--- src/rtl/core/rar_pkg.sv ---
`timescale 1ns / 1ps
`default_nettype none

package rar_pkg;

  localparam int OPERAND_BITS = 16;
  localparam int NUM_BITS     = 2 * OPERAND_BITS + 1;
  localparam int DEN_BITS     = 2 * OPERAND_BITS;
  // internal arithmetic width, capped at 64 (wraps like XW-bit math)
  localparam int XW           = (NUM_BITS > 64) ? 64 : NUM_BITS;
  localparam int CNT_BITS     = $clog2(XW);

  typedef enum logic [1:0] {
    OP_ADD = 2'd0,
    OP_SUB = 2'd1,
    OP_MUL = 2'd2,
    OP_DIV = 2'd3
  } rar_op_t;

  typedef enum logic [1:0] {
    ST_OK       = 2'd0,
    ST_ZERO_DEN = 2'd1,
    ST_DIV_ZERO = 2'd2,
    ST_RSVD     = 2'd3
  } rar_status_t;

  typedef struct packed {
    logic [1:0]                     opcode;
    logic signed [OPERAND_BITS-1:0] num_a;
    logic signed [OPERAND_BITS-1:0] den_a;
    logic signed [OPERAND_BITS-1:0] num_b;
    logic signed [OPERAND_BITS-1:0] den_b;
  } rar_in_t;

  typedef struct packed {
    logic signed [NUM_BITS-1:0] res_num;
    logic signed [DEN_BITS-1:0] res_den;
    logic [1:0]                 status;
  } rar_out_t;

  typedef enum logic [3:0] {
    CMD_NONE,
    CMD_LOAD,
    CMD_MUL_A,
    CMD_MUL_B,
    CMD_ADD,
    CMD_MUL_D,
    CMD_GCD_GO,
    CMD_GCD_STEP,
    CMD_DIVN_GO,
    CMD_DIVN_SET,
    CMD_DIVD_SET,
    CMD_OUT
  } rar_cmd_t;

  typedef struct packed {
    logic err;
    logic addsub;
    logic b_zero;
    logic div_done;
    logic out_free;
  } rar_sts_t;

endpackage

`default_nettype wire

--- src/rtl/core/rar_div.sv ---
`timescale 1ns / 1ps
`default_nettype none

// Signed truncating divider, one quotient bit per cycle.
module rar_div import rar_pkg::*; (
  input  wire logic                 clk,
  input  wire logic                 rst_n,
  input  wire logic                 start,
  input  wire logic signed [XW-1:0] dvd,
  input  wire logic signed [XW-1:0] dvs,
  output logic                      busy,
  output logic                      done,
  output logic signed [XW-1:0]      quot,
  output logic signed [XW-1:0]      rem
);

  logic                busy_r, busy_nxt;
  logic                done_r, done_nxt;
  logic [CNT_BITS-1:0] cnt_r, cnt_nxt;
  logic [XW-1:0]       q_r, q_nxt;
  logic [XW-1:0]       r_r, r_nxt;
  logic [XW-1:0]       d_r, d_nxt;
  logic                nq_r, nq_nxt;
  logic                nr_r, nr_nxt;
  logic [XW:0]         rem_w;
  logic [XW:0]         diff;

  assign rem_w = {r_r, q_r[XW-1]};
  assign diff  = rem_w - {1'b0, d_r};

  always_comb begin
    busy_nxt = busy_r;
    done_nxt = 1'b0;
    cnt_nxt  = cnt_r;
    q_nxt    = q_r;
    r_nxt    = r_r;
    d_nxt    = d_r;
    nq_nxt   = nq_r;
    nr_nxt   = nr_r;
    if (start) begin
      busy_nxt = 1'b1;
      cnt_nxt  = '0;
      q_nxt    = dvd[XW-1] ? -dvd : dvd;
      d_nxt    = dvs[XW-1] ? -dvs : dvs;
      r_nxt    = '0;
      nq_nxt   = dvd[XW-1] ^ dvs[XW-1];
      nr_nxt   = dvd[XW-1];
    end else if (busy_r) begin
      q_nxt   = {q_r[XW-2:0], ~diff[XW]};
      r_nxt   = diff[XW] ? rem_w[XW-1:0] : diff[XW-1:0];
      cnt_nxt = cnt_r + 1'b1;
      if (cnt_r == CNT_BITS'(XW - 1)) begin
        busy_nxt = 1'b0;
        done_nxt = 1'b1;
      end
    end
  end

  always_ff @(posedge clk) begin
    if (!rst_n) begin
      busy_r <= 1'b0;
      done_r <= 1'b0;
    end else begin
      busy_r <= busy_nxt;
      done_r <= done_nxt;
    end
    cnt_r <= cnt_nxt;
    q_r   <= q_nxt;
    r_r   <= r_nxt;
    d_r   <= d_nxt;
    nq_r  <= nq_nxt;
    nr_r  <= nr_nxt;
  end

  assign busy = busy_r;
  assign done = done_r;
  assign quot = nq_r ? -q_r : q_r;
  assign rem  = nr_r ? -r_r : r_r;

endmodule

`default_nettype wire

--- src/rtl/core/rar_dp.sv ---
`timescale 1ns / 1ps
`default_nettype none

module rar_dp import rar_pkg::*; (
  input  wire logic     clk,
  input  wire logic     rst_n,
  input  wire rar_cmd_t cmd,
  input  wire rar_in_t  in_data,
  input  wire logic     out_stall,
  output rar_sts_t      sts,
  output logic          out_valid,
  output rar_out_t      out_data
);

  localparam int OB = OPERAND_BITS;

  rar_in_t               in_r;
  logic [1:0]            st_r, st_nxt;
  logic signed [XW-1:0]  n_r, p_r, d_r, a_r, b_r;
  logic                  out_valid_r;
  rar_out_t              out_r;

  logic signed [OB:0]    mx;
  logic signed [OB-1:0]  my;
  logic signed [2*OB:0]  prod;
  logic signed [XW-1:0]  prod_x;

  logic                  div_start, div_busy, div_done;
  logic signed [XW-1:0]  div_dvd, div_dvs, div_q, div_rem;

  // status of a fresh item
  always_comb begin
    st_nxt = ST_OK;
    if (in_data.den_a == '0 || in_data.den_b == '0) begin
      st_nxt = ST_ZERO_DEN;
    end else if (in_data.opcode == OP_DIV && in_data.num_b == '0) begin
      st_nxt = ST_DIV_ZERO;
    end
  end

  // shared multiplier operand select
  always_comb begin
    mx = (OB+1)'(in_r.den_a);
    my = in_r.den_b;
    case (cmd)
      CMD_MUL_A: begin
        mx = (OB+1)'(in_r.num_a);
        my = (in_r.opcode == OP_MUL) ? in_r.num_b : in_r.den_b;
      end
      CMD_MUL_B: begin
        mx = (in_r.opcode == OP_SUB) ? -((OB+1)'(in_r.num_b)) : (OB+1)'(in_r.num_b);
        my = in_r.den_a;
      end
      default: begin
        mx = (OB+1)'(in_r.den_a);
        my = (in_r.opcode == OP_DIV) ? in_r.num_b : in_r.den_b;
      end
    endcase
  end

  assign prod   = mx * my;
  assign prod_x = prod[XW-1:0];

  always_comb begin
    div_start = 1'b0;
    div_dvd   = a_r;
    div_dvs   = b_r;
    case (cmd)
      CMD_GCD_GO: begin
        div_start = 1'b1;
      end
      CMD_DIVN_GO: begin
        div_start = 1'b1;
        div_dvd   = n_r;
        div_dvs   = a_r;
      end
      CMD_DIVN_SET: begin
        div_start = 1'b1;
        div_dvd   = d_r;
        div_dvs   = a_r;
      end
      default: begin
        div_start = 1'b0;
      end
    endcase
  end

  rar_div u_div (
    .clk   (clk),
    .rst_n (rst_n),
    .start (div_start),
    .dvd   (div_dvd),
    .dvs   (div_dvs),
    .busy  (div_busy),
    .done  (div_done),
    .quot  (div_q),
    .rem   (div_rem)
  );

  always_ff @(posedge clk) begin
    case (cmd)
      CMD_LOAD: begin
        in_r <= in_data;
        st_r <= st_nxt;
      end
      CMD_MUL_A:    n_r <= prod_x;
      CMD_MUL_B:    p_r <= prod_x;
      CMD_ADD:      n_r <= n_r + p_r;
      CMD_MUL_D: begin
        d_r <= prod_x;
        b_r <= prod_x;
        a_r <= n_r;
      end
      CMD_GCD_STEP: begin
        a_r <= b_r;
        b_r <= div_rem;
      end
      CMD_DIVN_SET: n_r <= div_q;
      CMD_DIVD_SET: d_r <= div_q;
      CMD_OUT: begin
        if (st_r != ST_OK) begin
          out_r.res_num <= '0;
          out_r.res_den <= '0;
        end else begin
          out_r.res_num <= NUM_BITS'($unsigned(n_r));
          out_r.res_den <= d_r[DEN_BITS-1:0];
        end
        out_r.status <= st_r;
      end
      default: ;
    endcase
  end

  always_ff @(posedge clk) begin
    if (!rst_n) begin
      out_valid_r <= 1'b0;
    end else if (cmd == CMD_OUT) begin
      out_valid_r <= 1'b1;
    end else if (!out_stall) begin
      out_valid_r <= 1'b0;
    end
  end

  assign sts.err      = (st_r != ST_OK);
  assign sts.addsub   = (in_r.opcode == OP_ADD) || (in_r.opcode == OP_SUB);
  assign sts.b_zero   = (b_r == '0);
  assign sts.div_done = div_done;
  assign sts.out_free = !out_valid_r || !out_stall;

  assign out_valid = out_valid_r;
  assign out_data  = out_r;

  a_div_idle: assert property (@(posedge clk) disable iff (!rst_n)
    div_start |-> !div_busy) else $error("divider restarted while busy");
  a_out_set: assert property (@(posedge clk) disable iff (!rst_n)
    (cmd == CMD_OUT) |=> out_valid_r) else $error("result beat not posted");
  a_step_done: assert property (@(posedge clk) disable iff (!rst_n)
    (cmd == CMD_GCD_STEP || cmd == CMD_DIVN_SET || cmd == CMD_DIVD_SET) |-> div_done)
    else $error("divider result taken early");

endmodule

`default_nettype wire

--- src/rtl/core/rar_ctrl.sv ---
`timescale 1ns / 1ps
`default_nettype none

module rar_ctrl import rar_pkg::*; (
  input  wire logic     clk,
  input  wire logic     rst_n,
  input  wire logic     in_valid,
  input  wire rar_sts_t sts,
  output logic          in_stall,
  output rar_cmd_t      cmd
);

  typedef enum logic [9:0] {
    S_IDLE   = 10'b00_0000_0001,
    S_MUL_A  = 10'b00_0000_0010,
    S_MUL_B  = 10'b00_0000_0100,
    S_ADD    = 10'b00_0000_1000,
    S_MUL_D  = 10'b00_0001_0000,
    S_GCD    = 10'b00_0010_0000,
    S_GCD_W  = 10'b00_0100_0000,
    S_DIVN_W = 10'b00_1000_0000,
    S_DIVD_W = 10'b01_0000_0000,
    S_DONE   = 10'b10_0000_0000
  } rar_state_t;

  rar_state_t state_r, state_nxt;

  always_comb begin
    state_nxt = state_r;
    cmd       = CMD_NONE;
    unique case (state_r)
      S_IDLE: begin
        if (in_valid) begin
          cmd       = CMD_LOAD;
          state_nxt = S_MUL_A;
        end
      end
      S_MUL_A: begin
        if (sts.err) begin
          state_nxt = S_DONE;
        end else begin
          cmd       = CMD_MUL_A;
          state_nxt = sts.addsub ? S_MUL_B : S_MUL_D;
        end
      end
      S_MUL_B: begin
        cmd       = CMD_MUL_B;
        state_nxt = S_ADD;
      end
      S_ADD: begin
        cmd       = CMD_ADD;
        state_nxt = S_MUL_D;
      end
      S_MUL_D: begin
        cmd       = CMD_MUL_D;
        state_nxt = S_GCD;
      end
      S_GCD: begin
        if (sts.b_zero) begin
          cmd       = CMD_DIVN_GO;
          state_nxt = S_DIVN_W;
        end else begin
          cmd       = CMD_GCD_GO;
          state_nxt = S_GCD_W;
        end
      end
      S_GCD_W: begin
        if (sts.div_done) begin
          cmd       = CMD_GCD_STEP;
          state_nxt = S_GCD;
        end
      end
      S_DIVN_W: begin
        if (sts.div_done) begin
          cmd       = CMD_DIVN_SET;
          state_nxt = S_DIVD_W;
        end
      end
      S_DIVD_W: begin
        if (sts.div_done) begin
          cmd       = CMD_DIVD_SET;
          state_nxt = S_DONE;
        end
      end
      S_DONE: begin
        if (sts.out_free) begin
          cmd       = CMD_OUT;
          state_nxt = S_IDLE;
        end
      end
      default: state_nxt = S_IDLE;
    endcase
  end

  always_ff @(posedge clk) begin
    if (!rst_n) begin
      state_r <= S_IDLE;
    end else begin
      state_r <= state_nxt;
    end
  end

  assign in_stall = (state_r != S_IDLE);

endmodule

`default_nettype wire

--- src/rtl/core/rational_arith_reduce.sv ---
`timescale 1ns / 1ps
`default_nettype none

// channel | ports                          | beat
// --------+--------------------------------+----------------------------------
// input   | in_valid, in_stall, in_data    | opcode and two signed fractions
// result  | out_valid, out_stall, out_data | reduced fraction and status
//
// One item at a time. Setup runs on a single shared multiplier: MUL_A and
// MUL_D for mul/div, with MUL_B and ADD between them for add/sub. Each Euclid
// remainder and each of the two final divisions runs on one serial divider
// (XW = 2*OPERAND_BITS+1, capped at 64); the Euclid loop takes at most
// about 47 remainder steps (<= ~47).
// Errors skip the arithmetic and go from MUL_A straight to the final state.
// Synchronous active-low reset clears the controller, the divider's busy and done flags and the result valid.
// The result sits in an output register; a stalled result holds while the
// next item is accepted, which then waits in its final state for the slot.

module rational_arith_reduce import rar_pkg::*; (
  input  wire logic    clk,
  input  wire logic    rst_n,
  input  wire logic    in_valid,
  output logic         in_stall,
  input  wire rar_in_t in_data,
  output logic         out_valid,
  input  wire logic    out_stall,
  output rar_out_t     out_data
);

  rar_cmd_t cmd;
  rar_sts_t sts;

  // sequencer: multiplies, Euclid loop, final divisions, output handoff
  rar_ctrl u_ctrl (
    .clk      (clk),
    .rst_n    (rst_n),
    .in_valid (in_valid),
    .sts      (sts),
    .in_stall (in_stall),
    .cmd      (cmd)
  );

  // operand registers, multiplier, serial divider and output register
  rar_dp u_dp (
    .clk       (clk),
    .rst_n     (rst_n),
    .cmd       (cmd),
    .in_data   (in_data),
    .out_stall (out_stall),
    .sts       (sts),
    .out_valid (out_valid),
    .out_data  (out_data)
  );

endmodule

`default_nettype wire

--- config.mk ---
export PLATFORM = sky130hd
export DESIGN_NAME = rational_arith_reduce
export DESIGN_NICKNAME = d
export VERILOG_FILES = /design/src/rtl/core/rar_pkg.sv /design/src/rtl/core/rar_div.sv /design/src/rtl/core/rar_dp.sv /design/src/rtl/core/rar_ctrl.sv /design/src/rtl/core/rational_arith_reduce.sv
export SDC_FILE = /design/constraint.sdc
export NUM_CORES = 2
export LEC_CHECK = 0
export ABC_AREA = 1
export BUFFER_PORTS_ARGS = -buffer_cell sky130_fd_sc_hd__buf_2
export CELL_PAD_IN_SITES_DETAIL_PLACEMENT = 1
export CELL_PAD_IN_SITES_GLOBAL_PLACEMENT = 1
export CORE_MARGIN = 2
export CORE_UTILIZATION = 52
export DETAILED_ROUTE_END_ITERATION = 16
export HOLD_SLACK_MARGIN = 0.1
export PLACE_DENSITY_LB_ADDON = 0.1
export SYNTH_ARGS = -nofsm -noshare
export SYNTH_HDL_FRONTEND = slang
export SYNTH_SLANG_ARGS = --single-unit
--- constraint.sdc ---
create_clock -name clk -period 11.81 [get_ports clk]
set_input_delay 1.7715 -clock clk [delete_from_list [all_inputs] [get_ports clk]]
set_output_delay 1.7715 -clock clk [all_outputs]
set_load 0.02 [all_outputs]
==> impl_metrics.ini <==
[outcome]
status = completed

[cts]
root_buffer = clkbuf_16
clk_latency_ns = 0.63
h-tree-depth = 2
clk_path_buf_depth = 3
cts-hold-fix-buffers = 0
ctsResizeCount = 0
cts_tree = yes
post-cts-setup-buffer-count = 0
path_clk_slew_ns = 0.06
cts.sinks = 420
cts_buffers = 49

[detailed_routing]
vias = 31700
wl_um = 129000
viasPerCell = 5.78
drtIter0Drc = 2642
dr.pass1.iters = 5
drc = 0
drtAntennaViolNets = 0
wire_per_inst_um = 23.5

[floorplanning]
die_area_sq_um = 71800
core_sq_um = 68800
core.rowCount = 96
num_io_pins = 139
die_y_um = 268
start_util_pct = 52.6
die_w_um = 268

[synthesis]
syn_area_sq_um = 36200
synth_seq_cells = 420
synthArstFlopShare_pct = 0
synth_area_leaders = edfxtp_1, fa_1, nand2_1
synth_edf_count = 368
synth.top_cells.by_count = nand2_1, inv_1, nor2_1, edfxtp_1, fa_1
seq_area_frac_synth_pct = 33.4
yosys.cell_count.top_type = nand2_1
postSynthNetCount = 4919
avgSynthCellArea_sq_um = 8.21
synthCells = 4415
synthFlopType = edfxtp_1
synthDistinctLibCells = 67
ys_warn_count = 0
synth_top_cell_area_share_pct = 30.5
yosys.area.top_type = edfxtp_1

[sta]
layout_min_cycle_time_ns = 10.19
hold_violations = 0
slew_violations = 0
max_freq_ghz = 0.0982
fin_setup_tns_ns = 0
hold_slack_ns = 0.450
period_share_pct = 86.3
relSlewSlack_pct = 18.7
tightest_slew_ns = 1.21
rsz0062_at_grt = no
finalSetupViolations = 0
skew_ns = 0.0314

[setup_path]
critPathLaunchType = flip-flop
path_common_cell = inv_1
critPathMaxFanout = 66
arrival_ns = 10.64
cp_slowest_stage_delay_ns = 0.84
endpoint_kind = flip-flop
worstSetupPathType = flip-flop to flip-flop
required_ns = 12.26
slowest_stage = nor2_2

[grt]
grt.total_usage_pct = 36.4
grt_pass1_wl_um = 198000
grt_max_degree = 72
antenna_found_initial = 3
grt_pass1_vias = 33500
grt_overflow = 0

[hold_path]
hold_path.class = flip-flop to flip-flop

[layout]
largest_register_ffs = 67
stdcell_area_sq_um = 39500
drive_gt1_share_pct = 7.93
final_util_pct = 57.3
area_growth_pct = 8.91
nets = 5017

[placed_design]
hpwl_um = 104000
dpl_cell_area_sq_um = 37800
numPortBuffers = 138
place_congestion = 0.999

[flow_run]
drv_cap = 0
critical path, delay by kind of cell (launching register included):
kind / cells / cell delay (ns)
simple gates: 15 / 3.91
fa+ha+maj: 7 / 3.78
buf+inv: 10 / 1.46
flops: 1 / 0.39
xor+xnor: 1 / 0.33
compound gates: 1 / 0.11
routing by layer:
layer / vias up / global-route usage [%] / routed length [um]
li1: 14400 / - / -
met1: 15800 / 44.5 / 50000
met2: 1186 / 62.6 / 62200
met3: 323 / 4.65 / 8810
met4: 4 / 20.0 / 7960
met5: - / 0 / 29
metrics by stage:
stage                     worst slack (ns)  cells
after floorplan                       3.99   4415
after detailed placement              1.63   5393
after global routing                 0.882   5483
after global placement                2.14   5393
after CTS                             1.62   5483
final                                 1.62   5485
cell families after synthesis:
logic type / after synthesis / synth area share, %
buffers and inverters: 914 / 9.85
AOI/OAI and AO/OA: 591 / 9.75
and+or+nand+nor: 1863 / 21.6
xor gates and xnor gates: 193 / 4.67
adders and majority gates: 434 / 20.8
DFF: 420 / 33.4
area by class of cell:
type                    instances  area, sq um
diodes                          2         5.00
clock buffers                  65         1330
clock inverters                25          337
fillers                      8419        29400
inverters                     787         2960
multi-input cells            3081        20600
flip-flops and latches        420        12100
well taps                     931         1160
repair buffers                174          961
cells in the final DEF, fill, tap and decap left out, types with 49 or more instances in the layout:
master,count
nand2_1,922
inv_1,757
nor2_1,554
edfxtp_1,368
fa_1,278
o21ai_0,203
a21oi_1,182
nand3_1,165
ha_1,156
buf_2,138
xor2_1,136
nand4_1,64
xnor2_1,57
dfxtp_1,52
clkbuf_16,49
final timing paths:
kind	from	endpoint	slack [ns]	cells after the start
setup / recovery	u_dp.st_r[0]$_SDFFCE_PP1N_	u_dp.b_r[31]$_DFFE_PP_	1.62	34
hold / removal	u_dp.st_r[1]$_SDFFCE_PP0N_	u_dp.out_data[1]$_DFFE_PP_	0.45	0
setup reg to reg	u_dp.st_r[0]$_SDFFCE_PP1N_	u_dp.b_r[31]$_DFFE_PP_	1.62	34
hold reg to reg	u_dp.st_r[1]$_SDFFCE_PP0N_	u_dp.out_data[1]$_DFFE_PP_	0.45	0
Power is not shown: default switching activity piles up to over one toggle a cycle in this logic, so the estimate is an artifact.
